`config.mk`:
```
export PLATFORM = sky130hd
export DESIGN_NAME = priority_task_scheduler_top
export DESIGN_NICKNAME = d
export VERILOG_FILES = /design/src/design/pts_pkg.sv /design/src/design/priority_task_scheduler_top.sv /design/src/design/pts_ctrl.sv /design/src/design/pts_dp.sv
export SDC_FILE = /design/constraint.sdc
export NUM_CORES = 1
export LEC_CHECK = 0
export BUFFER_PORTS_ARGS = -buffer_cell sky130_fd_sc_hd__buf_2
export CAP_MARGIN = 20
export CORE_UTILIZATION = 40
export DETAILED_ROUTE_END_ITERATION = 12
export HOLD_SLACK_MARGIN = 0.15
export PLACE_DENSITY = 0.58
export SETUP_SLACK_MARGIN = 0.5
export SLEW_MARGIN = 40
export SYNTH_ARGS = -nofsm -noshare
export SYNTH_HDL_FRONTEND = slang
export SYNTH_SLANG_ARGS = --single-unit
```
`constraint.sdc`:
```
create_clock -name clock -period 10.75 [get_ports clock]
set_input_delay 2.15 -clock clock [delete_from_list [all_inputs] [get_ports clock]]
set_output_delay 2.15 -clock clock [all_outputs]
set_load 0.02 [all_outputs]
```
`src/design/pts_pkg.sv`:
```
// Package for the priority task scheduler: task states, commands, status codes,
// and the control/status structs between controller and datapath. No dependencies.
package pts_pkg;

   localparam int unsigned PID_W = 16;

   typedef enum logic [2:0] {
      ST_DEAD      = 3'd0,
      ST_READY     = 3'd1,
      ST_RUNNING   = 3'd2,
      ST_SLEEPING  = 3'd3,
      ST_SUSPENDED = 3'd4
   } task_st_type;

   typedef enum logic [2:0] {
      CMD_CREATE    = 3'd0,
      CMD_TERMINATE = 3'd1,
      CMD_SUSPEND   = 3'd2,
      CMD_RESUME    = 3'd3,
      CMD_SLEEP     = 3'd4,
      CMD_YIELD     = 3'd5,
      CMD_TICK      = 3'd6,
      CMD_BAD       = 3'd7
   } cmd_type;

   typedef enum logic [2:0] {
      STS_OK       = 3'd0,
      STS_FULL     = 3'd1,
      STS_NOTFOUND = 3'd2,
      STS_NOSUSP   = 3'd3,
      STS_NOTSUSP  = 3'd4,
      STS_BADCMD   = 3'd5,
      STS_NOIDS    = 3'd6
   } status_type;

   typedef enum logic [3:0] {
      FSM_IDLE,
      FSM_FREE_SCAN,
      FSM_CREATE,
      FSM_FIND_SCAN,
      FSM_APPLY,
      FSM_TICK_SCAN,
      FSM_DISP_INIT,
      FSM_DISP_SCAN,
      FSM_DISP_DONE,
      FSM_RESULT
   } fsm_type;

   // controller -> datapath
   typedef struct packed {
      logic    scan_clr;     // reset scan index and search flags
      logic    scan_step;    // examine one slot and advance
      logic    do_create;    // write new task in found dead slot
      logic    do_apply;     // apply terminate/suspend/resume/sleep/yield
      logic    disp_clr;     // start dispatch scan
      logic    disp_step;    // examine one slot for dispatch
      logic    disp_done;    // commit dispatch pick
   } dp_ctl_type;

   // datapath -> controller
   typedef struct packed {
      logic       scan_last;    // current scan index is the last slot
      logic       found;        // search found a slot
      logic       cur_valid;
      logic       table_full;
      logic       ids_out;
      logic       need_disp;    // apply or tick step wants a dispatch
      status_type apply_sts;
   } dp_sts_type;

endpackage

```
`src/design/priority_task_scheduler_top.sv`:
```
// Top level of the priority task scheduler: stream ports, result register,
// controller and datapath. Depends on pts_pkg, pts_ctrl, pts_dp.
//
// One command beat in, one result beat out. The task table is scanned one
// slot per cycle: create scans for a dead slot, suspend and resume scan for
// the id, tick counts sleepers down, and each dispatch scans every slot once
// from after the last pick. A bad command goes straight to its result. The
// next command is taken while the last result still waits in the output
// register.
module priority_task_scheduler_top #(
   parameter int unsigned TASK_SLOTS  = 16,
   parameter int unsigned LOWEST_PRIO = 15
) (
   input  logic        clock,
   input  logic        reset,
   input  logic        req_tvalid,
   output logic        req_tready,
   // [2:0] cmd, [18:3] target_pid, [22:19] priority_req, [38:23] ticks, zero pad
   input  logic [39:0] req_tdata,
   output logic        rsp_tvalid,
   input  logic        rsp_tready,
   // [2:0] status, [18:3] new_pid, [19] running_valid, [23:20] running_slot,
   // [39:24] running_pid
   output logic [39:0] rsp_tdata
);
   import pts_pkg::*;

   localparam int unsigned SLOT_W = $clog2(TASK_SLOTS);
   localparam int unsigned PRIO_W = $clog2(LOWEST_PRIO + 2);

   dp_ctl_type ctl;
   dp_sts_type sts;
   status_type st;
   logic       cmd_load, rsp_load, rsp_free;
   logic [PID_W-1:0]  new_pid, run_pid;
   logic              run_valid;
   logic [SLOT_W-1:0] run_slot;

   logic        rsp_valid_ff;
   logic [39:0] rsp_data_ff;

   assign cmd_load = req_tvalid && req_tready;
   assign rsp_free = !rsp_valid_ff || rsp_tready;

   pts_ctrl u_ctrl (
      .clock      (clock),
      .reset      (reset),
      .cmd_valid  (req_tvalid),
      .cmd_ready  (req_tready),
      .cmd        (cmd_type'(req_tdata[2:0])),
      .rsp_free   (rsp_free),
      .rsp_load   (rsp_load),
      .rsp_status (st),
      .ctl        (ctl),
      .sts        (sts)
   );

   pts_dp #(
      .TASK_SLOTS  (TASK_SLOTS),
      .LOWEST_PRIO (LOWEST_PRIO),
      .SLOT_W      (SLOT_W),
      .PRIO_W      (PRIO_W)
   ) u_dp (
      .clock         (clock),
      .reset         (reset),
      .cmd_load      (cmd_load),
      .cmd           (cmd_type'(req_tdata[2:0])),
      .target_pid    (req_tdata[18:3]),
      .priority_req  (req_tdata[22:19]),
      .ticks         (req_tdata[38:23]),
      .ctl           (ctl),
      .sts           (sts),
      .new_pid       (new_pid),
      .running_valid (run_valid),
      .running_slot  (run_slot),
      .running_pid   (run_pid)
   );

   logic [3:0] slot4;
   assign slot4 = 4'(run_slot);

   always_ff @(posedge clock) begin
      if (reset) begin
         rsp_valid_ff <= 1'b0;
      end else if (rsp_load) begin
         rsp_valid_ff <= 1'b1;
      end else if (rsp_tready) begin
         rsp_valid_ff <= 1'b0;
      end
      if (rsp_load) begin
         rsp_data_ff <= {run_pid, slot4, run_valid, new_pid, st};
      end
   end

   assign rsp_tvalid = rsp_valid_ff;
   assign rsp_tdata  = rsp_data_ff;

   a_no_overwrite: assert property (@(posedge clock) disable iff (reset)
      (rsp_valid_ff && !rsp_tready) |=> rsp_valid_ff)
      else $error("result beat dropped");
   a_load_free: assert property (@(posedge clock) disable iff (reset)
      rsp_load |-> rsp_free)
      else $error("result register overwritten");
   a_one_in_flight: assert property (@(posedge clock) disable iff (reset)
      cmd_load |=> !req_tready)
      else $error("command accepted while busy");
endmodule

```
`src/design/pts_ctrl.sv`:
```
// Controller state machine of the priority task scheduler.
// Sequences slot scans in the datapath; depends on pts_pkg.
module pts_ctrl (
   input  logic               clock,
   input  logic               reset,
   input  logic               cmd_valid,
   output logic               cmd_ready,
   input  pts_pkg::cmd_type   cmd,
   input  logic               rsp_free,     // result register empty or draining
   output logic               rsp_load,
   output pts_pkg::status_type rsp_status,
   output pts_pkg::dp_ctl_type ctl,
   input  pts_pkg::dp_sts_type sts
);
   import pts_pkg::*;

   fsm_type    state_ff, state_in;
   status_type sts_ff, sts_in;

   always_ff @(posedge clock) begin
      if (reset) begin
         state_ff <= FSM_IDLE;
      end else begin
         state_ff <= state_in;
      end
      sts_ff <= sts_in;
   end

   always_comb begin
      state_in  = state_ff;
      sts_in    = sts_ff;
      ctl       = '0;
      cmd_ready = 1'b0;
      rsp_load  = 1'b0;
      unique case (state_ff)
         FSM_IDLE: begin
            cmd_ready = 1'b1;
            if (cmd_valid) begin
               sts_in       = STS_OK;
               ctl.scan_clr = 1'b1;
               unique case (cmd) inside
                  CMD_CREATE: begin
                     state_in = FSM_FREE_SCAN;
                  end
                  CMD_SUSPEND, CMD_RESUME: begin
                     state_in = FSM_FIND_SCAN;
                  end
                  CMD_TERMINATE, CMD_SLEEP, CMD_YIELD: begin
                     state_in = FSM_APPLY;
                  end
                  CMD_TICK: begin
                     state_in = FSM_TICK_SCAN;
                  end
                  default: begin
                     sts_in   = STS_BADCMD;
                     state_in = FSM_RESULT;
                  end
               endcase
            end
         end
         FSM_FREE_SCAN: begin
            if (sts.table_full) begin
               sts_in   = STS_FULL;
               state_in = FSM_RESULT;
            end else if (sts.ids_out) begin
               sts_in   = STS_NOIDS;
               state_in = FSM_RESULT;
            end else begin
               ctl.scan_step = 1'b1;
               if (sts.scan_last) state_in = FSM_CREATE;
            end
         end
         FSM_CREATE: begin
            if (sts.found) begin
               ctl.do_create = 1'b1;
            end else begin
               sts_in = STS_FULL;
            end
            state_in = FSM_RESULT;
         end
         FSM_FIND_SCAN: begin
            ctl.scan_step = 1'b1;
            if (sts.scan_last) state_in = FSM_APPLY;
         end
         FSM_APPLY: begin
            ctl.do_apply = 1'b1;
            sts_in       = sts.apply_sts;
            if (sts.need_disp) begin
               ctl.disp_clr = 1'b1;
               state_in     = FSM_DISP_SCAN;
            end else begin
               state_in = FSM_RESULT;
            end
         end
         FSM_TICK_SCAN: begin
            ctl.scan_step = 1'b1;
            if (sts.scan_last) state_in = FSM_DISP_INIT;
         end
         FSM_DISP_INIT: begin
            if (sts.need_disp) begin
               ctl.disp_clr = 1'b1;
               state_in     = FSM_DISP_SCAN;
            end else begin
               state_in = FSM_RESULT;
            end
         end
         FSM_DISP_SCAN: begin
            ctl.disp_step = 1'b1;
            if (sts.scan_last) state_in = FSM_DISP_DONE;
         end
         FSM_DISP_DONE: begin
            ctl.disp_done = 1'b1;
            state_in      = FSM_RESULT;
         end
         FSM_RESULT: begin
            if (rsp_free) begin
               rsp_load = 1'b1;
               state_in = FSM_IDLE;
            end
         end
         default: begin
            state_in = FSM_IDLE;
         end
      endcase
   end

   assign rsp_status = sts_ff;

   a_load_from_result: assert property (@(posedge clock) disable iff (reset)
      rsp_load |-> state_ff == FSM_RESULT)
      else $error("result loaded outside result state");
   a_ready_idle_only: assert property (@(posedge clock) disable iff (reset)
      cmd_ready |-> state_ff == FSM_IDLE)
      else $error("command taken while busy");
   a_one_action: assert property (@(posedge clock) disable iff (reset)
      $onehot0({ctl.do_create, ctl.do_apply, ctl.disp_step, ctl.disp_done, ctl.scan_step}))
      else $error("conflicting datapath commands");
endmodule

```
`src/design/pts_dp.sv`:
```
// Datapath of the priority task scheduler: task slot table, scan index,
// lookup and dispatch search registers. Depends on pts_pkg.
module pts_dp #(
   parameter int unsigned TASK_SLOTS  = 16,
   parameter int unsigned LOWEST_PRIO = 15,
   parameter int unsigned SLOT_W      = 4,
   parameter int unsigned PRIO_W      = 4
) (
   input  logic                     clock,
   input  logic                     reset,
   input  logic                     cmd_load,
   input  pts_pkg::cmd_type         cmd,
   input  logic [pts_pkg::PID_W-1:0] target_pid,
   input  logic [3:0]               priority_req,
   input  logic [pts_pkg::PID_W-1:0] ticks,
   input  pts_pkg::dp_ctl_type      ctl,
   output pts_pkg::dp_sts_type      sts,
   output logic [pts_pkg::PID_W-1:0] new_pid,
   output logic                     running_valid,
   output logic [SLOT_W-1:0]        running_slot,
   output logic [pts_pkg::PID_W-1:0] running_pid
);
   import pts_pkg::*;

   localparam logic [SLOT_W-1:0] LAST_SLOT = SLOT_W'(TASK_SLOTS - 1);
   localparam int unsigned CNT_W = $clog2(TASK_SLOTS + 1);
   localparam int unsigned BEST_W = PRIO_W + 1;

   task_st_type       state_ff [TASK_SLOTS];
   task_st_type       saved_ff [TASK_SLOTS];
   logic [PRIO_W-1:0] prio_ff  [TASK_SLOTS];
   logic [PID_W-1:0]  sleep_ff [TASK_SLOTS];
   logic [PID_W-1:0]  id_ff    [TASK_SLOTS];

   logic [SLOT_W-1:0] ptr_ff, cur_ff, idx_ff, pos_ff, hit_ff, pick_ff;
   logic              curv_ff, found_ff, pfound_ff;
   logic [PID_W-1:0]  last_id_ff, new_pid_ff;
   logic [CNT_W-1:0]  live_ff;
   logic [BEST_W-1:0] best_ff;

   cmd_type           cmd_ff;
   logic [PID_W-1:0]  pid_ff, ticks_ff;
   logic [PRIO_W-1:0] pri_ff;

   logic [SLOT_W-1:0] pos_next;
   assign pos_next = (pos_ff == LAST_SLOT) ? '0 : pos_ff + 1'b1;

   always_ff @(posedge clock) begin
      if (cmd_load) begin
         cmd_ff   <= cmd;
         pid_ff   <= target_pid;
         ticks_ff <= ticks;
         if (PRIO_W >= 4) begin
            pri_ff <= (PRIO_W'(priority_req) > PRIO_W'(LOWEST_PRIO)) ?
                      PRIO_W'(LOWEST_PRIO) : PRIO_W'(priority_req);
         end else begin
            pri_ff <= ({28'd0, priority_req} > 32'(LOWEST_PRIO)) ?
                      PRIO_W'(LOWEST_PRIO) : PRIO_W'(priority_req);
         end
      end
   end

   // current status / lookup of current command
   task_st_type hit_st;
   assign hit_st = state_ff[hit_ff];

   always_comb begin
      // idx_ff counts every scan, dispatch included, so each one takes all slots
      sts.scan_last  = idx_ff == LAST_SLOT;
      sts.found      = found_ff;
      sts.cur_valid  = curv_ff;
      sts.table_full = live_ff >= CNT_W'(TASK_SLOTS);
      sts.ids_out    = last_id_ff == '1;
      // a zero tick changes nothing, not even an idle dispatch
      sts.need_disp  = (cmd_ff == CMD_TICK) ? (!curv_ff && ticks_ff != '0) : 1'b1;
      sts.apply_sts  = STS_OK;
      unique case (cmd_ff) inside
         CMD_TERMINATE, CMD_SLEEP: begin
            if (!curv_ff) begin
               sts.apply_sts = STS_NOTFOUND;
               sts.need_disp = 1'b0;
            end
         end
         CMD_SUSPEND: begin
            if (!found_ff) begin
               sts.apply_sts = STS_NOTFOUND;
               sts.need_disp = 1'b0;
            end else if (hit_st == ST_DEAD || hit_st == ST_SUSPENDED) begin
               sts.apply_sts = STS_NOSUSP;
               sts.need_disp = 1'b0;
            end else begin
               sts.need_disp = hit_st == ST_RUNNING;
            end
         end
         CMD_RESUME: begin
            if (!found_ff) sts.apply_sts = STS_NOTFOUND;
            else if (hit_st != ST_SUSPENDED) sts.apply_sts = STS_NOTSUSP;
         end
         default: begin
         end
      endcase
   end

   always_ff @(posedge clock) begin
      if (reset) begin
         for (int i = 0; i < TASK_SLOTS; i++) begin
            state_ff[i] <= ST_DEAD;
            saved_ff[i] <= ST_DEAD;
            prio_ff[i]  <= '0;
            sleep_ff[i] <= '0;
            id_ff[i]    <= '0;
         end
         ptr_ff     <= '0;
         cur_ff     <= '0;
         curv_ff    <= 1'b0;
         last_id_ff <= '0;
         live_ff    <= '0;
         idx_ff     <= '0;
         found_ff   <= 1'b0;
         new_pid_ff <= '0;
      end else begin
         if (ctl.scan_clr) begin
            idx_ff     <= '0;
            found_ff   <= 1'b0;
            new_pid_ff <= '0;
         end
         if (ctl.scan_step) begin
            idx_ff <= idx_ff + 1'b1;
            unique case (cmd_ff)
               CMD_CREATE: begin
                  if (!found_ff && state_ff[idx_ff] == ST_DEAD) begin
                     found_ff <= 1'b1;
                     hit_ff   <= idx_ff;
                  end
               end
               CMD_TICK: begin
                  if (ticks_ff != '0) begin
                     if (state_ff[idx_ff] == ST_SLEEPING) begin
                        if (ticks_ff >= sleep_ff[idx_ff]) begin
                           state_ff[idx_ff] <= ST_READY;
                           sleep_ff[idx_ff] <= '0;
                        end else begin
                           sleep_ff[idx_ff] <= sleep_ff[idx_ff] - ticks_ff;
                        end
                     end else if (state_ff[idx_ff] == ST_SUSPENDED &&
                                  saved_ff[idx_ff] == ST_SLEEPING) begin
                        if (ticks_ff >= sleep_ff[idx_ff]) begin
                           saved_ff[idx_ff] <= ST_READY;
                           sleep_ff[idx_ff] <= '0;
                        end else begin
                           sleep_ff[idx_ff] <= sleep_ff[idx_ff] - ticks_ff;
                        end
                     end
                  end
               end
               default: begin
                  // id lookup: first match wins
                  if (!found_ff && pid_ff != '0 && id_ff[idx_ff] == pid_ff) begin
                     found_ff <= 1'b1;
                     hit_ff   <= idx_ff;
                  end
               end
            endcase
         end
         if (ctl.do_create) begin
            last_id_ff       <= last_id_ff + 1'b1;
            new_pid_ff       <= last_id_ff + 1'b1;
            id_ff[hit_ff]    <= last_id_ff + 1'b1;
            prio_ff[hit_ff]  <= pri_ff;
            state_ff[hit_ff] <= ST_READY;
            saved_ff[hit_ff] <= ST_DEAD;
            sleep_ff[hit_ff] <= '0;
            live_ff          <= live_ff + 1'b1;
         end
         if (ctl.do_apply) begin
            unique case (cmd_ff)
               CMD_TERMINATE: begin
                  if (curv_ff) begin
                     state_ff[cur_ff] <= ST_DEAD;
                     curv_ff          <= 1'b0;
                     if (live_ff != '0) live_ff <= live_ff - 1'b1;
                  end
               end
               CMD_SLEEP: begin
                  if (curv_ff) begin
                     state_ff[cur_ff] <= ST_SLEEPING;
                     sleep_ff[cur_ff] <= ticks_ff;
                     curv_ff          <= 1'b0;
                  end
               end
               CMD_SUSPEND: begin
                  if (found_ff && hit_st != ST_DEAD && hit_st != ST_SUSPENDED) begin
                     state_ff[hit_ff] <= ST_SUSPENDED;
                     if (hit_st == ST_RUNNING) begin
                        saved_ff[hit_ff] <= ST_READY;
                        curv_ff          <= 1'b0;
                     end else begin
                        saved_ff[hit_ff] <= hit_st;
                     end
                  end
               end
               CMD_RESUME: begin
                  // running task goes back to ready first; resumed slot differs
                  if (curv_ff) state_ff[cur_ff] <= ST_READY;
                  curv_ff <= 1'b0;
                  if (found_ff && hit_st == ST_SUSPENDED) begin
                     state_ff[hit_ff] <= saved_ff[hit_ff];
                     saved_ff[hit_ff] <= ST_SUSPENDED;
                  end
               end
               CMD_YIELD: begin
                  if (curv_ff) state_ff[cur_ff] <= ST_READY;
                  curv_ff <= 1'b0;
               end
               default: begin
               end
            endcase
         end
         if (ctl.disp_clr) begin
            idx_ff <= '0;
         end
         if (ctl.disp_step) begin
            idx_ff <= idx_ff + 1'b1;
         end
         if (ctl.disp_done) begin
            if (pfound_ff) begin
               ptr_ff            <= pick_ff;
               cur_ff            <= pick_ff;
               curv_ff           <= 1'b1;
               state_ff[pick_ff] <= ST_RUNNING;
            end else begin
               curv_ff <= 1'b0;
            end
         end
      end
   end

   // dispatch search: one slot a cycle starting after the scan pointer
   always_ff @(posedge clock) begin
      if (ctl.disp_clr) begin
         pos_ff    <= (ptr_ff == LAST_SLOT) ? '0 : ptr_ff + 1'b1;
         best_ff   <= BEST_W'(LOWEST_PRIO) + 1'b1;
         pfound_ff <= 1'b0;
      end else if (ctl.disp_step) begin
         pos_ff <= pos_next;
         if (state_ff[pos_ff] == ST_READY && BEST_W'(prio_ff[pos_ff]) < best_ff) begin
            best_ff   <= BEST_W'(prio_ff[pos_ff]);
            pick_ff   <= pos_ff;
            pfound_ff <= 1'b1;
         end
      end
   end

   assign new_pid       = new_pid_ff;
   assign running_valid = curv_ff;
   assign running_slot  = curv_ff ? cur_ff : '0;
   assign running_pid   = curv_ff ? id_ff[cur_ff] : '0;

   a_cur_is_running: assert property (@(posedge clock) disable iff (reset)
      (curv_ff && !ctl.do_apply && !ctl.disp_done) |-> state_ff[cur_ff] == ST_RUNNING)
      else $error("current slot not in running state");
   a_live_bound: assert property (@(posedge clock) disable iff (reset)
      live_ff <= CNT_W'(TASK_SLOTS))
      else $error("live task count overflow");
   a_pick_ready: assert property (@(posedge clock) disable iff (reset)
      (ctl.disp_done && pfound_ff) |-> state_ff[pick_ff] == ST_READY)
      else $error("dispatch picked a task that is not ready");
endmodule

```
==> results.ini <==
[drt]
vias=27000
drt_iter0_drc=3252
drt_wl_total_um=121000
wire_per_inst_um=26.7
drcViolationCount=0
viasPerCell=5.97
drtPass1Iterations=5
final_antenna_net_count=0

[critical_path]
startpoint_type=flip-flop
critPathMaxFanout=47
critPathKind=flip-flop to flip-flop
critical_path_required_ps=11110
end_kind=flip-flop
arrival_ps=6780

[grt]
grt_max_degree=71
grt_pass1_vias=27200
overflow=0
antenna_found_initial=3
track_usage=0.232
grt_pass1_wl_um=177000

[yosys]
synth_fp_nets=3125
synth_ff_type=edfxtp_1
yosys_warnings=0
synth-edff-count=750
synth_area_per_cell_um2=13.5
async_flop_share=0
ys_seq_area_frac=0.587
synth_cell_types=101
ys_seq_elements=836
netlist_area_mm2=0.0413
netlist_top_cells_area=edfxtp_1 (55%), mux4_2 (16%), nor2_1 (5.9%), dfxtp_1 (4.2%), nand2_1 (1.4%)
synth_top_cell_area_share=0.546
syn_inst=3052
synth_top_cell_by_area=edfxtp_1

[cells_and_area]
fin_cells=4520
final_common_cell=edfxtp_1
fillCellCount=9131
syn_to_final_growth_pct=12.0
utilization=0.453
layout_common_cells=edfxtp_1 (750), nor2_1 (645), mux4_2 (300), nand2_1 (121), clkbuf_16 (94)
drive_gt1_frac=0.234
finalNetCount=3144

[clock_network]
numCtsBuffers=92
cts_root_buf=clkbuf_16
cts_hold_buf=0
cts_max_path_buffers=3
post_cts_buffers=0
path_clk_slew_ps=60
clk_latency_ps=680
cts_tree=yes
cts_sinks=836
htreeDepth=3
cts_resized=0

[timing]
drv_slew=0
period_share=0.597
relSlewSlack=0.396
whs_ps=432
max_freq_ghz=0.156
setup_violations=0
tightest_slew_ps=906
rsz0062_at_grt=false
period_minus_slack_ps=6420
skew_ps=38.5
finalSetupTns_ps=0
hold_viol=0

[min_path]
min_path_type=flip-flop to flip-flop

[placement]
port_buffers=84
gp_congestion=0.903
dp_cells=4339
hpwlAfterDp_um=76800

[outcome]
status=finished, final reports clean

[power]
powerDensity_mw_per_mm2=187
power_mw=8.64
leakagePower_nw=15.0
irDropWorstVdd_mv=0.121

[floorplan]
core_area_mm2=0.102
dieArea_mm2=0.104
die_h_um=323
num_rows=117
io_pins=86
start_util=0.405
die_w_um=323

[job]
maxCapViolCount=0

-- final timing paths --
check	slack [ps]	end	depth (start not counted)	start
worst max-delay path	4330	u_dp.state_ff[9][0]	16	flip-flop
worst max register to register	4330	u_dp.state_ff[9][0]	16	flip-flop
worst min register to register	430	rsp_tdata[2]	0	u_ctrl.rsp_status[2]
worst min-delay path	430	rsp_tdata[2]	0	u_ctrl.rsp_status[2]
-- where the power goes --
part | switching [mW] | internal [mW] | leakage, nW
Sequential | 0.201 | 3.73 | 8.30
Clock | 1.33 | 1.80 | 1.46
Combinational | 0.858 | 0.728 | 5.25
Total | 2.39 | 6.25 | 15.0
-- critical path: stages (launching register included) --
cell and delay [ps]:
dfxtp_4 860, buf_4 650, mux4_2 480, mux4_2 490, inv_1 90, ha_1 160
inv_1 60, fa_1 450, a211oi_1 320, o211ai_1 200, nand2_1 190, o211ai_1 250
a211oi_2 650, a221o_1 340, o211ai_2 400, nor2_1 300, or3_1 170
-- registers in the layout (all words and copies together) (netlist names), 40 cells and up, named ones only --
| register | count |
|---|---|
| u_dp.id_ff | 256 |
| u_dp.sleep_ff | 256 |
| u_dp.state_ff | 48 |
| rsp_tdata | 40 |
| u_dp.prio_ff | 64 |
| u_dp.saved_ff | 48 |
-- Yosys cell counts, types with 20 or more instances --
library cell / instances
o21ai_0: 52
xor2_1: 20
mux4_2: 300
edfxtp_1: 750
nand3_1: 50
and3_1: 66
clkbuf_1: 145
and2_1: 61
xnor2_1: 41
inv_1: 46
or3_1: 32
nor2_1: 649
dfxtp_1: 86
a21oi_1: 83
nor3_1: 59
o211ai_1: 23
ha_1: 28
o31ai_1: 24
buf_2: 47
buf_1: 28
nand2_1: 151
-- routing by layer --
layer	vias up	track usage	routed length, um
li1	11600	-	-
met1	13800	0.296	46800
met2	1300	0.390	59800
met3	228	0.0447	9920
met4	2	0.0879	4290
met5	-	0	13
-- layout make-up --
cell class | count | area (um^2) | share of cell area
inverters | 47 | 176 | 0.00381
clock buffers | 122 | 2520 | 0.0544
clock inverters | 52 | 463 | 0.0100
well taps | 1368 | 1710 | 0.0370
multi-input cells | 1932 | 16100 | 0.347
flip-flops and latches | 836 | 24300 | 0.525
repair buffers | 162 | 1050 | 0.0227
diodes | 1 | 2.50 | 0.0000541
-- per-stage QoR --
step / area (um^2) / setup slack [ps]
floorplan: 41300 / 5270
global placement: 43000 / 3880
detailed placement: 43200 / 4350
CTS: 46100 / 4280
global route: 46200 / 4050
finish: 46200 / 4330
-- kinds of logic (layout without fill, tap and decap cells) --
| kind of cell | Yosys count | after routing | share of synthesized area |
|---|---|---|---|
| simple gates | 1210 | 1210 | 0.139 |
| flops | 836 | 836 | 0.587 |
| mux | 327 | 327 | 0.171 |
| compound gates | 305 | 305 | 0.0513 |
| buf+inv | 284 | 383 | 0.0299 |
| xor+xnor | 61 | 61 | 0.0129 |
| fa+ha+maj | 29 | 29 | 0.00897 |
| other cells | 0 | 1 | 0 |
Note: power is estimated with default switching activity, not from simulation.
